File: src/rtl/mcs_pkg.sv
// ----------------------------------------------------------------------------
// mcs_pkg
// shared types, character codes and the byte keep rule for the comment stripper
// ----------------------------------------------------------------------------
`default_nettype none

package mcs_pkg;

   localparam logic [7:0] CHAR_LT    = 8'h3C;  // '<'
   localparam logic [7:0] CHAR_BANG  = 8'h21;  // '!'
   localparam logic [7:0] CHAR_DASH  = 8'h2D;  // '-'
   localparam logic [7:0] CHAR_GT    = 8'h3E;  // '>'
   localparam logic [7:0] CHAR_CR    = 8'h0D;
   localparam logic [7:0] CHAR_LF    = 8'h0A;
   localparam logic [7:0] CHAR_SPACE = 8'h20;
   localparam logic [7:0] PRINT_MIN  = 8'd32;
   localparam logic [7:0] END_BYTE   = 8'h00;

   // hold lengths
   localparam logic [1:0] OPEN_HOLD_LAST  = 2'd3;
   localparam logic [1:0] CLOSE_HOLD_LAST = 2'd2;

   typedef struct packed {
      logic       keep;
      logic [7:0] value;
   } keep_type;

   // one run of up to four output beats caused by a single input beat
   typedef struct packed {
      logic [3:0][7:0] bytes;
      logic [1:0]      last_idx;
      logic            eos;
   } run_type;

   // queue side of the front/back split
   typedef struct packed {
      logic    push;
      run_type run;
   } push_type;

   function automatic keep_type keep_byte(input logic [7:0] b);
      keep_type k;
      k.keep  = 1'b0;
      k.value = b;
      if (b >= PRINT_MIN) begin
         k.keep = 1'b1;
      end else if (b == CHAR_CR || b == CHAR_LF) begin
         k.keep  = 1'b1;
         k.value = CHAR_SPACE;
      end
      return k;
   endfunction

endpackage

`default_nettype wire

File: src/rtl/mcs_front.sv
// ----------------------------------------------------------------------------
// mcs_front
// accepts raw bytes, tracks comment and hold state, emits at most one run per beat
// ----------------------------------------------------------------------------
`default_nettype none

module mcs_front (
   input  wire logic              clock,
   input  wire logic              reset,
   input  wire logic              in_valid,
   output      logic              in_ready,
   input  wire logic [7:0]        in_byte,
   input  wire logic              in_eos,
   input  wire logic              queue_full,
   output      mcs_pkg::push_type push_out
);

   logic       in_comment_ff, in_comment_in;
   logic [1:0] held_count_ff, held_count_in;
   logic [7:0] held_ff [0:2];
   logic [7:0] held_in [0:2];

   mcs_pkg::keep_type kp;
   logic              accept;

   assign in_ready = !queue_full;
   assign accept   = in_valid && !queue_full;
   assign kp       = mcs_pkg::keep_byte(in_byte);

   always_comb begin
      in_comment_in = in_comment_ff;
      held_count_in = held_count_ff;
      for (int i = 0; i < 3; i++) begin
         held_in[i] = held_ff[i];
      end
      push_out.push          = 1'b0;
      push_out.run.bytes     = '0;
      push_out.run.last_idx  = '0;
      push_out.run.eos       = 1'b0;

      if (in_eos) begin
         // flush held bytes outside a comment, then the end marker
         push_out.push    = 1'b1;
         push_out.run.eos = 1'b1;
         if (!in_comment_ff) begin
            for (int i = 0; i < 3; i++) begin
               push_out.run.bytes[i] = held_ff[i];
            end
            push_out.run.bytes[held_count_ff] = mcs_pkg::END_BYTE;
            push_out.run.last_idx             = held_count_ff;
         end
         in_comment_in = 1'b0;
         held_count_in = '0;
      end else if (!in_comment_ff) begin
         if (held_count_ff == '0) begin
            if (in_byte == mcs_pkg::CHAR_LT) begin
               held_in[0]    = mcs_pkg::CHAR_LT;
               held_count_in = 2'd1;
            end else if (kp.keep) begin
               push_out.push         = 1'b1;
               push_out.run.bytes[0] = kp.value;
            end
         end else if (kp.keep) begin
            if (held_count_ff != mcs_pkg::OPEN_HOLD_LAST) begin
               held_in[held_count_ff] = kp.value;
               held_count_in          = held_count_ff + 2'd1;
            end else begin
               if (held_ff[0] == mcs_pkg::CHAR_LT && held_ff[1] == mcs_pkg::CHAR_BANG &&
                   held_ff[2] == mcs_pkg::CHAR_DASH && kp.value == mcs_pkg::CHAR_DASH) begin
                  in_comment_in = 1'b1;
               end else begin
                  push_out.push         = 1'b1;
                  push_out.run.bytes[0] = held_ff[0];
                  push_out.run.bytes[1] = held_ff[1];
                  push_out.run.bytes[2] = held_ff[2];
                  push_out.run.bytes[3] = kp.value;
                  push_out.run.last_idx = 2'd3;
               end
               held_count_in = '0;
            end
         end
      end else begin
         // inside a comment: only the close check matters
         if (held_count_ff == '0) begin
            if (in_byte == mcs_pkg::CHAR_DASH) begin
               held_in[0]    = mcs_pkg::CHAR_DASH;
               held_count_in = 2'd1;
            end
         end else if (kp.keep) begin
            if (held_count_ff != mcs_pkg::CLOSE_HOLD_LAST) begin
               held_in[1]    = kp.value;
               held_count_in = 2'd2;
            end else begin
               if (held_ff[0] == mcs_pkg::CHAR_DASH && held_ff[1] == mcs_pkg::CHAR_DASH &&
                   kp.value == mcs_pkg::CHAR_GT) begin
                  in_comment_in = 1'b0;
               end
               held_count_in = '0;
            end
         end
      end

      if (!accept) begin
         push_out.push = 1'b0;
      end
   end

   always_ff @(posedge clock) begin
      if (reset) begin
         in_comment_ff <= 1'b0;
         held_count_ff <= '0;
      end else if (accept) begin
         in_comment_ff <= in_comment_in;
         held_count_ff <= held_count_in;
      end
   end

   always_ff @(posedge clock) begin
      if (accept) begin
         for (int i = 0; i < 3; i++) begin
            held_ff[i] <= held_in[i];
         end
      end
   end

endmodule

`default_nettype wire

File: src/rtl/mcs_queue.sv
// ----------------------------------------------------------------------------
// mcs_queue
// short fifo of runs between the front and the back
// ----------------------------------------------------------------------------
`default_nettype none

module mcs_queue #(
   parameter int Depth = 4
) (
   input  wire logic              clock,
   input  wire logic              reset,
   input  wire mcs_pkg::push_type push_in,
   output      logic              full,
   output      logic              not_empty,
   output      mcs_pkg::run_type  head_run,
   input  wire logic              pop
);

   localparam int PtrW = (Depth > 1) ? $clog2(Depth) : 1;
   localparam int CntW = $clog2(Depth + 1);
   localparam logic [PtrW-1:0] LastPtr = PtrW'(Depth - 1);
   localparam logic [CntW-1:0] FullCnt = CntW'(Depth);

   mcs_pkg::run_type slot_ff [0:Depth-1];
   logic [PtrW-1:0]  wr_ptr_ff, wr_ptr_in;
   logic [PtrW-1:0]  rd_ptr_ff, rd_ptr_in;
   logic [CntW-1:0]  count_ff, count_in;
   logic             do_push, do_pop;

   assign full      = (count_ff == FullCnt);
   assign not_empty = (count_ff != '0);
   assign head_run  = slot_ff[rd_ptr_ff];
   assign do_push   = push_in.push && !full;
   assign do_pop    = pop && not_empty;

   always_comb begin
      wr_ptr_in = wr_ptr_ff;
      rd_ptr_in = rd_ptr_ff;
      count_in  = count_ff;
      if (do_push) begin
         wr_ptr_in = (wr_ptr_ff == LastPtr) ? '0 : wr_ptr_ff + 1'b1;
      end
      if (do_pop) begin
         rd_ptr_in = (rd_ptr_ff == LastPtr) ? '0 : rd_ptr_ff + 1'b1;
      end
      if (do_push && !do_pop) begin
         count_in = count_ff + 1'b1;
      end else if (do_pop && !do_push) begin
         count_in = count_ff - 1'b1;
      end
   end

   always_ff @(posedge clock) begin
      if (reset) begin
         wr_ptr_ff <= '0;
         rd_ptr_ff <= '0;
         count_ff  <= '0;
      end else begin
         wr_ptr_ff <= wr_ptr_in;
         rd_ptr_ff <= rd_ptr_in;
         count_ff  <= count_in;
      end
   end

   always_ff @(posedge clock) begin
      if (do_push) begin
         slot_ff[wr_ptr_ff] <= push_in.run;
      end
   end

endmodule

`default_nettype wire

File: src/rtl/mcs_back.sv
// ----------------------------------------------------------------------------
// mcs_back
// unpacks queued runs into output beats, one per cycle while out_ready is high
// ----------------------------------------------------------------------------
`default_nettype none

module mcs_back (
   input  wire logic             clock,
   input  wire logic             reset,
   input  wire logic             run_valid,
   input  wire mcs_pkg::run_type run_in,
   output      logic             run_pop,
   output      logic             out_valid,
   input  wire logic             out_ready,
   output      logic [7:0]       out_byte,
   output      logic             out_end,
   output      logic             out_last
);

   logic             busy_ff, busy_in;
   logic [1:0]       idx_ff, idx_in;
   mcs_pkg::run_type run_ff;
   logic             beat_done, run_done, load;

   assign beat_done = busy_ff && out_ready;
   assign run_done  = beat_done && (idx_ff == run_ff.last_idx);
   assign load      = run_valid && (!busy_ff || run_done);
   assign run_pop   = load;

   always_comb begin
      busy_in = busy_ff;
      idx_in  = idx_ff;
      if (load) begin
         busy_in = 1'b1;
         idx_in  = '0;
      end else if (run_done) begin
         busy_in = 1'b0;
      end else if (beat_done) begin
         idx_in = idx_ff + 2'd1;
      end
   end

   always_ff @(posedge clock) begin
      if (reset) begin
         busy_ff <= 1'b0;
         idx_ff  <= '0;
      end else begin
         busy_ff <= busy_in;
         idx_ff  <= idx_in;
      end
   end

   always_ff @(posedge clock) begin
      if (load) begin
         run_ff <= run_in;
      end
   end

   assign out_valid = busy_ff;
   assign out_byte  = run_ff.bytes[idx_ff];
   assign out_last  = (idx_ff == run_ff.last_idx);
   assign out_end   = run_ff.eos && out_last;

endmodule

`default_nettype wire

File: src/rtl/markup_comment_stripper.sv
// ----------------------------------------------------------------------------
// markup_comment_stripper
// streaming removal of markup comments from a byte stream
// ----------------------------------------------------------------------------
//
//   channel | direction | tdata          | tuser        | tlast
//   --------+-----------+----------------+--------------+---------------
//   req_    | in        | [7:0] in_byte  | -            | end_of_stream
//   rsp_    | out       | [7:0] out_byte | [0] end_mark | last_of_run
//
// one request beat is taken per cycle while the run queue has room; the
// front handles each beat as it arrives, so the input rate is one beat a
// cycle. each beat gives zero to four response beats, sent one per cycle
// by the back while rsp_tready is high. a run reaches the output through
// the queue write and then the load into the back, both registered.
// reset is synchronous and clears the comment flag, hold count, queue and
// output; either side may stall without losing beats, the queue absorbs it.
// req_tready drops only while the queue holds QUEUE_DEPTH runs.
// ----------------------------------------------------------------------------
`default_nettype none

module markup_comment_stripper #(
   parameter int QUEUE_DEPTH = 4
) (
   input  wire logic       clock,
   input  wire logic       reset,
   // request: raw text
   input  wire logic       req_tvalid,
   output      logic       req_tready,
   input  wire logic [7:0] req_tdata,   // [7:0] in_byte
   input  wire logic       req_tlast,   // end_of_stream
   // response: cleaned text
   output      logic       rsp_tvalid,
   input  wire logic       rsp_tready,
   output      logic [7:0] rsp_tdata,   // [7:0] out_byte
   output      logic       rsp_tuser,   // [0] end_marker
   output      logic       rsp_tlast    // last_of_run
);

   mcs_pkg::push_type push;
   mcs_pkg::run_type  head_run;
   logic              queue_full;
   logic              queue_not_empty;
   logic              queue_pop;

   // front: classify the byte, update comment/hold state, build a run
   mcs_front u_front (
      .clock      (clock),
      .reset      (reset),
      .in_valid   (req_tvalid),
      .in_ready   (req_tready),
      .in_byte    (req_tdata),
      .in_eos     (req_tlast),
      .queue_full (queue_full),
      .push_out   (push)
   );

   // decoupling queue, one entry per run
   mcs_queue #(
      .Depth (QUEUE_DEPTH)
   ) u_queue (
      .clock     (clock),
      .reset     (reset),
      .push_in   (push),
      .full      (queue_full),
      .not_empty (queue_not_empty),
      .head_run  (head_run),
      .pop       (queue_pop)
   );

   // back: serialise runs into response beats
   mcs_back u_back (
      .clock     (clock),
      .reset     (reset),
      .run_valid (queue_not_empty),
      .run_in    (head_run),
      .run_pop   (queue_pop),
      .out_valid (rsp_tvalid),
      .out_ready (rsp_tready),
      .out_byte  (rsp_tdata),
      .out_end   (rsp_tuser),
      .out_last  (rsp_tlast)
   );

endmodule

`default_nettype wire

File: config.mk
export PLATFORM = sky130hd
export DESIGN_NAME = markup_comment_stripper
export DESIGN_NICKNAME = d
export VERILOG_FILES = /design/src/rtl/mcs_pkg.sv /design/src/rtl/mcs_front.sv /design/src/rtl/mcs_queue.sv /design/src/rtl/mcs_back.sv /design/src/rtl/markup_comment_stripper.sv
export SDC_FILE = /design/constraint.sdc
export NUM_CORES = 1
export LEC_CHECK = 0
export BUFFER_PORTS_ARGS = -buffer_cell sky130_fd_sc_hd__buf_4
export CORE_MARGIN = 3
export CORE_UTILIZATION = 40
export DETAILED_ROUTE_END_ITERATION = 8
export SETUP_SLACK_MARGIN = 0.15
export SLEW_MARGIN = 5
export SYNTH_ARGS = -nofsm -noshare
export SYNTH_HDL_FRONTEND = slang
export SYNTH_HIERARCHICAL = 1
export SYNTH_SLANG_ARGS = --single-unit
File: constraint.sdc
create_clock -name clock -period 4.7 [get_ports clock]
set_input_delay 0.235 -clock clock [delete_from_list [all_inputs] [get_ports clock]]
set_output_delay 0.235 -clock clock [all_outputs]
set_load 0.01 [all_outputs]
==> qor.yml, run 1 <==
drive_above_1_share: 0.236
worst_pin_slew_ns: 0.840
rows: 53
synth-compound-area-share: 0.0487
coreArea_um2: 21400
sw_frac_of_total: 0.261
worstPathArrival_ns: 4.16
async_flop_share: 0
synth.top_cell.area_share: 0.674
rsz0062_at_grt: "no"
hold_viol_final: 0
critical_path_class: "register to register"
max_freq_mhz: 265
synth_ff_type: "edfxtp_1"
die_h_um: 155
clock-root-buffer: "clkbuf_16"
ant_nets: 0
synth_edf_count: 199
dp_hpwl_um: 11100
setup_violations: 0
setup_tns_ns: 0
grt_use_total: 0.147
antennaDiodeCount: 0
p_leak_uw: 0.00336
synth_top_area_cell: "edfxtp_1"
power.density_nw_per_um2: 545
status: "completed"
drc_errors: 0
netlist_area_um2: 8860
synth_cell_type_count: 65
die_w_um: 155
slew_headroom: 0.438
grt_overflow: 0
clock_skew_ns: 0.0115
drtPass1Iterations: 5
areaGrowthSynthToFinish_pct: 13.1
end_kind: "register"
grt_pass1_vias: 4792
final_area_um2: 10000
yosys_warnings: 6
place_area_um2: 9340
post_drt_wl_per_cell_um: 20.8
grt_first_pass_wirelength_um: 27500
crit_required_ns: 5.09
cts_setup_buffers: 0
slew_viol_final: 0
yosys.area_share.simple: 0.0824
cts_made_buffers: 21
cts.sinks: 214
postSynthAreaPerCell_um2: 17.6
fin_hold_ws_ns: 0.0863
die-area_um2: 24000
syn_inst: 504
period_needed_ns: 3.77
synth_fa_ha_area_frac: 0.0192
via_per_inst: 5.46
cp-start-kind: "register"
grt_start_max_net_pins: 37
cts_tree: "done"
gp_congestion: 0.829
hold_path.class: "primary input to register"
cts.reportedPaths.clkPinSlew_ns: 0.06
start_util: 0.414
clkPwrFrac: 0.286
power.switching_uw: 1420
ir_worst_vdd_v: 0.000192
h-tree-depth: 1
yosys-top-cells-area: "edfxtp_1, mux4_2, dfxtp_1, ha_1, nor2_1"
io_buffer_count: 24
synth-seq-area-share: 0.708
io_pins: 25
syn_nets: 530
wl_um: 17200
antenna_found_initial: 0
yosys.area_share.xor_xnor: 0.00395
clkLatencyLatePin_ns: 0.48
cts_buffer_depth: 3
num-nets-final: 566
p_seq_frac: 0.493
comb_power_share: 0.221
drv_cap: 0
path_max_fanout: 17
drt-initial-drc-count: 337
muxShareOfSynthArea: 0.112
p_int_uw: 4040
vias: 4528
ys_ff_latch: 214
synth_top_family_by_area: "multiplexers"
min_period_over_period: 0.801
==> area by class of cell <==
cell class,count,area (um^2)
timing repair buffer,36,278
tap,275,344
inverter,21,97.6
multi-input combinational,246,2370
clock inverter,11,87.6
fill,1797,11400
clock buffer,26,564
sequential,214,6280
==> repair_timing <==
item | CTS | global route
resized for setup | 0 | 0
hold buffers | 3 | 0
setup endpoints to repair | 0 | 0
endpoints found under the hold margin | 3 | 0
==> synthesized netlist by cell type, types with 4 or more instances <==
cell type,instances
a21oi_1,12
a22o_1,5
a31oi_1,4
and3_1,9
buf_4,4
buf_6,4
clkbuf_1,10
dfxtp_1,15
edfxtp_1,199
ha_1,12
inv_1,18
mux4_2,43
nand2_1,19
nand3_1,6
nor2_1,32
nor2b_1,18
nor3_1,7
o21ai_0,5
o21ai_1,4
or3_1,6
xor2_1,4
==> critical path, stage by stage, from the launching register on <==
cell	delay [ns]
dfxtp_1	0.34
inv_1	0.15
ha_1	0.52
nor2_1	0.10
a21oi_1	0.14
a31oi_1	0.13
a211oi_1	0.55
bufinv_8	0.29
nor2_2	0.14
ha_1	0.20
inv_1	0.07
fa_1	0.39
xor2_1	0.18
or3_1	0.31
a21oi_1	0.17
==> flip-flops by register name (all words and copies together), names as in the netlist, 2 cells and up, named ones only <==
signal	count
u_queue/slot_ff	140
u_back/run_ff	35
u_front/held_ff	24
u_queue/count_ff	3
u_back/idx_ff	2
u_front/held_count_ff	2
u_queue/rd_ptr_ff	2
u_queue/wr_ptr_ff	2
==> layer usage <==
| metal | share of wire | track usage | wire length (um) | vias to the layer above |
|---|---|---|---|---|
| li1 | - | - | - | 2064 |
| met1 | 0.45 | 0.208 | 7840 | 2360 |
| met2 | 0.50 | 0.247 | 8620 | 85 |
| met3 | 0.032 | 0.0181 | 553 | 19 |
| met4 | 0.013 | 0.0307 | 223 | 0 |
| met5 | 0 | 0 | 0 | - |
==> cells in the final DEF, fill, tap and decap left out, drive strengths merged, types with 3 or more instances in the layout <==
master,synthesis,layout
o31ai,4,4
o32ai,4,4
xor2,4,4
or3,6,6
dfxtp,15,15
nor3b,4,4
a22o,5,5
inv,18,19
nor2b,18,18
mux4,43,43
nand2,19,19
nor2,33,33
nor3,7,7
clkbuf,10,26
a31oi,5,5
nand3,6,6
clkinv,2,9
a21oi,13,13
and4bb,3,3
o21ai,9,9
edfxtp,199,199
nor4b,3,3
dlygate4sd3,0,3
ha,12,12
buf,13,33
nand4b,3,3
and3,9,9
==> logic make-up (layout without fill, tap and decap cells) <==
group | after synthesis | after routing
fa+ha+maj | 13 | 13
compound gates | 57 | 57
xor+xnor | 4 | 4
flops | 214 | 214
mux | 45 | 45
buf+inv | 44 | 94
simple gates | 127 | 127
==> final timing paths <==
path	start	endpoint	slack, ns	cells after the start
max reg2reg	u_front/held_count_ff[0]	u_queue/count_ff[2]	0.93	14
min reg2reg	u_queue/rd_ptr_ff[0]	register	0.51	2
max	u_front/held_count_ff[0]	u_queue/count_ff[2]	0.93	14
min	reset	u_back/out_valid	0.09	2
==> power by group through the flow <==
| stage | Combinational [uW] | Sequential [uW] | Clock [uW] |
|---|---|---|---|
| 5_1_grt | 1330 | 2730 | 1680 |
| 3_5_place_dp | 1230 | 2740 | 0 |
| 3_3_place_gp | 1200 | 2710 | 0 |
| 6_report | 1210 | 2690 | 1560 |
| 4_1_cts | 1240 | 2700 | 1610 |
| 2_1_floorplan | 889 | 2690 | 0 |
==> per-stage QoR <==
stage / setup slack (ns) / total power (uW) / cells / util
finish: 0.933 / 5470 / 829 / 0.468
global route: 0.518 / 5740 / 829 / 0.468
CTS: 0.954 / 5540 / 829 / 0.468
detailed placement: 0.959 / 3970 / 789 / 0.436
global placement: 1.20 / 3920 / 789 / 0.436
floorplan: 1.06 / 3580 / 504 / -
No activity file was read; power rests on OpenSTA's default activity.
==> run 2: changes to the inputs <==
ABC_AREA = 1   (was not set)
clock period = 3.5 ns   (was 4.7 ns; I/O delays follow)
==> run 2 against run 1 <==
Net effect:
- die area increased by 5.0%
- sequential power grew 39%
- cell area up 6.1%
- critical path type unchanged
- highest routed layer unchanged
==> qor.yml, run 2 <==
worstPathArrival_ns: 3.28
ant_nets: 0
async_flop_share: 0
crit_slowest_cell: "dfxtp_1"
post_drt_wl_per_cell_um: 16.9
comb_power_share: 0.266
status: "completed"
drv_cap: 0
syn_nets: 869
cts.reportedPaths.clkPinSlew_ns: 0.06
cts_buffer_depth: 3
ir_worst_vdd_v: 0.000328
vias: 6111
num-nets-final: 901
postSynthAreaPerCell_um2: 11.1
cts_resized: 0
ys_ff_latch: 214
h-tree-depth: 1
die_w_um: 159
dp_hpwl_um: 13200
power.switching_uw: 2680
cts_tree: "done"
largest_reg_flops: 140
netlist_area_um2: 9330
grt_start_max_net_pins: 71
power_uw: 8310
grt_overflow: 0
die-area_um2: 25200
synth_ff_type: "edfxtp_1"
grt_pass1_vias: 5833
areaGrowthSynthToFinish_pct: 14.0
fillers: 2038
max_freq_mhz: 346
start_util: 0.410
synth_cell_type_count: 37
end_kind: "register"
io_buffer_count: 24
drtPass1Iterations: 5
clkPwrFrac: 0.284
final_common_cell: "edfxtp_1"
rows: 55
clkLatencyLatePin_ns: 0.49
gp_congestion: 0.898
drt-initial-drc-count: 402
min_path_cells: 4
critPathBufInv: 6
rsz0062_at_grt: "no"
path_cells: "inv_1 -> ha_1 -> nor2_1 -> inv_1 -> nand2_1 -> nand2_1 -> a21oi_1 -> nand2_1 -> inv_1 -> ha_1 -> inv_1 -> fa_1 -> inv_1 -> nand2_1 -> nand3_1 -> nand2_1 -> inv_1 -> nor2_1"
clock-root-buffer: "clkbuf_16"
wl_um: 20400
p_seq_frac: 0.450
synth.top_cell.area_share: 0.641
cts_made_buffers: 23
yosys-top-cells-area: "edfxtp_1, nor2_1, nand2_1, o21ai_0, inv_1"
drc_errors: 0
largest-register: "u_queue/slot_ff"
worst_pin_slew_ns: 0.948
clock_skew_ns: 0.00848
top_regs: "u_queue/slot_ff x140, u_back/run_ff x35, u_front/held_ff x24"
drive_above_1_share: 0.122
sw_frac_of_total: 0.322
synth_most_common_cell: "edfxtp_1"
most-common-layout-cells: "edfxtp_1, nor2_1, nand2_1"
coreArea_um2: 22800
setup_violations: 0
multi_input_area_um2: 2520
critical_path_class: "register to register"
hold_path.class: "primary input to register"
via_per_inst: 5.08
slew_headroom: 0.365
synth-seq-area-share: 0.673
ff_latch_area_um2: 6280
cp-start-kind: "register"
grt_use_total: 0.158
fin_hold_ws_ns: 0.0216
hold_viol_final: 0
die_h_um: 159
p_leak_uw: 0.00399
synth_top_area_cell: "edfxtp_1"
antennaDiodeCount: 0
cpPeakStageDelay_ns: 0.38
p_int_uw: 5630
crit_required_ns: 3.89
period_needed_ns: 2.89
min_period_over_period: 0.825
antenna_found_initial: 0
cp.depth: 18
path_max_fanout: 8
slew_viol_final: 0
grt_first_pass_wirelength_um: 32100
rr_worst_depth: 18
cts.sinks: 214
io_pins: 25
crit_family: "adder cells"
path_common_cell: "inv_1"
power.density_nw_per_um2: 781
synth_edf_count: 199
syn_inst: 843
yosys_warnings: 6
synthTopCellsByCount: "edfxtp_1, nor2_1, nand2_1"
run 2: logic make-up (layout without fill, tap and decap cells):
kind of cell             count (synthesis)  in the layout  share of synthesized area
AND/OR/NAND/NOR                        323            323                      0.147
flip-flops                             214            214                      0.673
AO/OA/AOI/OAI                          165            165                     0.0998
buffers and inverters                  126            174                     0.0606
adder cells (fa/ha/maj)                 13             13                     0.0182
XOR/XNOR                                 2              2                    0.00188
run 2: stage by stage:
| step | setup slack [ns] | setup TNS [ns] | std cells | area [um^2] | util |
|---|---|---|---|---|---|
| 4_1_cts | 0.654 | 0 | 1204 | 10600 | 0.467 |
| 5_1_grt | 0.302 | 0 | 1204 | 10600 | 0.467 |
| 2_1_floorplan | -0.0596 | -8.34 | 843 | 9330 | - |
| 6_report | 0.612 | 0 | 1204 | 10600 | 0.467 |
| 3_3_place_gp | 0.767 | 0 | 1158 | 9850 | 0.432 |
| 3_5_place_dp | 0.670 | 0 | 1158 | 9850 | 0.432 |
run 2: area by class of cell:
type,count,area share
flip-flops and latches,214,0.590
multi-input cells,503,0.237
clock buffers,25,0.0548
well taps,313,0.0368
repair buffers,42,0.0343
inverters,91,0.0326
clock inverters,16,0.0148
run 2: power groups by stage:
stage,registers [uW],logic (uW),clock network (uW)
finish,3740,2210,2360
global route,3780,2470,2520
CTS,3740,2230,2410
detailed placement,3790,2210,0
global placement,3780,2200,0
floorplan,3710,1530,0
run 2: final timing paths:
check | slack, ns | endpoint | start
setup reg to reg | 0.61 | u_queue/count_ff[2] | u_front/held_count_ff[0]
hold reg to reg | 0.52 | u_back/out_valid | u_back/out_valid
setup / recovery | 0.61 | u_queue/count_ff[2] | u_front/held_count_ff[0]
hold / removal | 0.02 | u_back/out_valid | rsp_tready
run 2: timing repair:
item / 4_1_cts / 5_1_grt
buffers inserted: 0 / 0
endpoints found under the hold margin: 10 / 0
hold buffers: 5 / 0
run 2: worst min-delay path: cells and delay by family:
| kind | cells | cell delay (ns) |
|---|---|---|
| and+or+nand+nor | 2 | 0.14 |
| buffers and inverters | 1 | 0.08 |
| AOI/OAI and AO/OA | 1 | 0.06 |
run 2: routing by layer:
layer / GRT usage / wire [um]
met1: 0.232 / 9640
met2: 0.252 / 9290
met3: 0.0227 / 1190
met4: 0.0342 / 283
met5: 0 / 0
==> run 3: changes to the inputs <==
clock period = 2.8 ns   (was 3.5 ns; I/O delays follow)
==> run 3 against run 2 <==
Net effect:
- worst setup slack lost 0.31 ns
- clock-buffer cell count grew 3
- worst hold slack better by 0.026 ns
- critical path depth grew 4
- combinational power up 30%
- global-route usage increased by 0.61 points
- total power increased by 25%
- critical path type is now primary input to register
- highest routed layer unchanged
==> qor.yml, run 3 (synthesis gave the netlist of run 2 again) <==
hold_path.class: "primary input to register"
cts_buffer_depth: 3
ir_worst_vdd_v: 0.000417
crit_slowest_cell: "dlygate4sd3_1"
drc_errors: 0
power.density_nw_per_um2: 965
cts.sinks: 214
h-tree-depth: 1
hold_end: "u_back/out_valid"
cpPeakStageDelay_ns: 0.53
final_common_cell: "edfxtp_1"
crit_family: "simple AND/OR/NAND/NOR gates"
min_period_over_period: 0.891
largest-register: "u_queue/slot_ff"
die_h_um: 159
cts.reportedPaths.clkPinSlew_ns: 0.06
vias: 6127
top_regs: "u_queue/slot_ff x140, u_back/run_ff x35, u_front/held_ff x24"
most-common-layout-cells: "edfxtp_1, nor2_1, nand2_1"
p_leak_uw: 0.00406
via_per_inst: 5.02
grt_start_max_net_pins: 71
worstPathArrival_ns: 2.90
max_freq_mhz: 401
rr_worst_depth: 20
period_needed_ns: 2.50
min_path_cells: 4
worst_pin_slew_ns: 0.700
clkLatencyLatePin_ns: 0.50
status: "completed"
slew_viol_final: 0
grt_pass1_vias: 5775
clock_skew_ns: 0.0151
path_cells: "dlygate4sd3_1 -> buf_4 -> nor2_4 -> nand2_2 -> nor2_4 -> nand2_4 -> nand2_4 -> nand3_1 -> nand2_1 -> nand2_1 -> a21oi_2 -> nand2_2 -> inv_1 -> ha_1 -> inv_1 -> fa_1 -> inv_1 -> nand2_1 -> nand3_1 -> nand2_1 -> inv_1 -> nor2_1"
drtPass1Iterations: 5
io_buffer_count: 24
wl_um: 21100
cp-start-kind: "primary input"
antennaDiodeCount: 0
areaGrowthSynthToFinish_pct: 15.4
grt_use_total: 0.164
fin_util: 0.473
grt_overflow: 0
path_max_fanout: 8
critPathBufInv: 6
clock-root-buffer: "clkbuf_16"
end_kind: "register"
hp-start: "rsp_tready"
drt-initial-drc-count: 511
ff_latch_area_um2: 6280
io_pins: 25
rows: 55
drv_cap: 0
drive_above_1_share: 0.149
num-nets-final: 918
hold_viol_final: 0
setup_violations: 0
gp_congestion: 0.921
rr_startpoint: "u_front/held_ff[0][2]"
r2r-end: "u_queue/count_ff[2]"
die-area_um2: 25200
post_drt_wl_per_cell_um: 17.3
cts_made_buffers: 23
rrSetupSlack_ns: 0.35
crit_required_ns: 3.20
critical_path_class: "primary input to register"
cts_tree: "done"
antenna_found_initial: 0
ant_nets: 0
largest_reg_flops: 140
fin_hold_ws_ns: 0.0480
die_w_um: 159
coreArea_um2: 22800
setup_tns_ns: 0
multi_input_area_um2: 2530
slew_headroom: 0.533
start_util: 0.410
fillers: 2090
grt_first_pass_wirelength_um: 32700
dp_hpwl_um: 13700
rsz0062_at_grt: "yes"
==> run 3: cell count changes in the layout (fill, tap and decap cells not counted), sizes merged <==
cell      change
clkbuf        +3
clkinvlp      +1
inv           -2
clkinv        -1
bufinv        -2
buf          +17
==> run 3: worst max path at each step <==
| stage | startpoint | endpoint | slack (ns) | cells past startpoint |
|---|---|---|---|---|
| 2_1_floorplan | u_front/held_count_ff[0] | u_queue/count_ff[2] | 0.18 | 19 |
| 5_1_grt | u_front/held_ff[0][2] | u_queue/count_ff[2] | 0.13 | 20 |
| 4_1_cts | req_tdata[7] | u_queue/count_ff[2] | 0.27 | 22 |
| 3_5_place_dp | req_tdata[7] | u_queue/count_ff[2] | 0.31 | 21 |
| 3_3_place_gp | req_tdata[7] | u_queue/count_ff[2] | 0.37 | 21 |
| 6_report | req_tdata[6] | u_queue/count_ff[2] | 0.30 | 22 |
==> run 3: timing repair <==
| item | CTS | global route |
|---|---|---|
| setup buffers | 0 | 2 |
| gates resized for setup | 0 | 6 |
| endpoints found under the setup margin | 0 | 2 |
| hold buffers | 5 | 0 |
| endpoints found under the hold margin | 12 | 0 |
==> run 3: layout make-up <==
cell class / instances / share of cell area
tap: 313 / 0.0364
clock buffer: 28 / 0.0571
multi-input combinational: 503 / 0.235
inverter: 91 / 0.0326
sequential: 214 / 0.583
timing repair buffer: 59 / 0.0470
clock inverter: 12 / 0.00814
==> run 3: worst reg2reg max path, stage by stage, from the launching register on <==
cell and delay, ns:
edfxtp_1 0.42, nand2_1 0.11, nor2_1 0.05, nand2_1 0.08, nor2_1 0.05, nand2_1 0.09, nand3_1 0.08, nand2_1 0.10
nand2_1 0.09, a21oi_2 0.21, nand2_2 0.07, inv_1 0.07, ha_1 0.16, inv_1 0.07, fa_1 0.37, inv_1 0.07
nand2_1 0.07, nand3_1 0.09, nand2_1 0.05, inv_1 0.04, nor2_1 0.03
==> run 3: power by group <==
part | internal (uW) | switching (uW)
Combinational | 906 | 1970
Sequential | 4420 | 249
Clock | 1640 | 1190
==> run 3: metal layers <==
metal	share of wire	wire, um	vias to the layer above	global-route usage
li1	-	-	3003	-
met3	0.061	1290	41	0.0245
met4	0.022	471	0	0.0426
met5	0	0	-	0
met1	0.47	9850	2897	0.241
met2	0.45	9490	186	0.258
==> run 3: through the flow <==
| stage | total power [uW] | setup WS, ns | instances | instance area (um^2) |
|---|---|---|---|---|
| 3_3_place_gp | 7600 | 0.373 | 1173 | 9990 |
| 3_5_place_dp | 7650 | 0.310 | 1173 | 9990 |
| 2_1_floorplan | 6580 | 0.184 | 843 | 9370 |
| 6_report | 10400 | 0.305 | 1220 | 10800 |
| 5_1_grt | 11000 | 0.128 | 1220 | 10800 |
| 4_1_cts | 10500 | 0.272 | 1218 | 10700 |
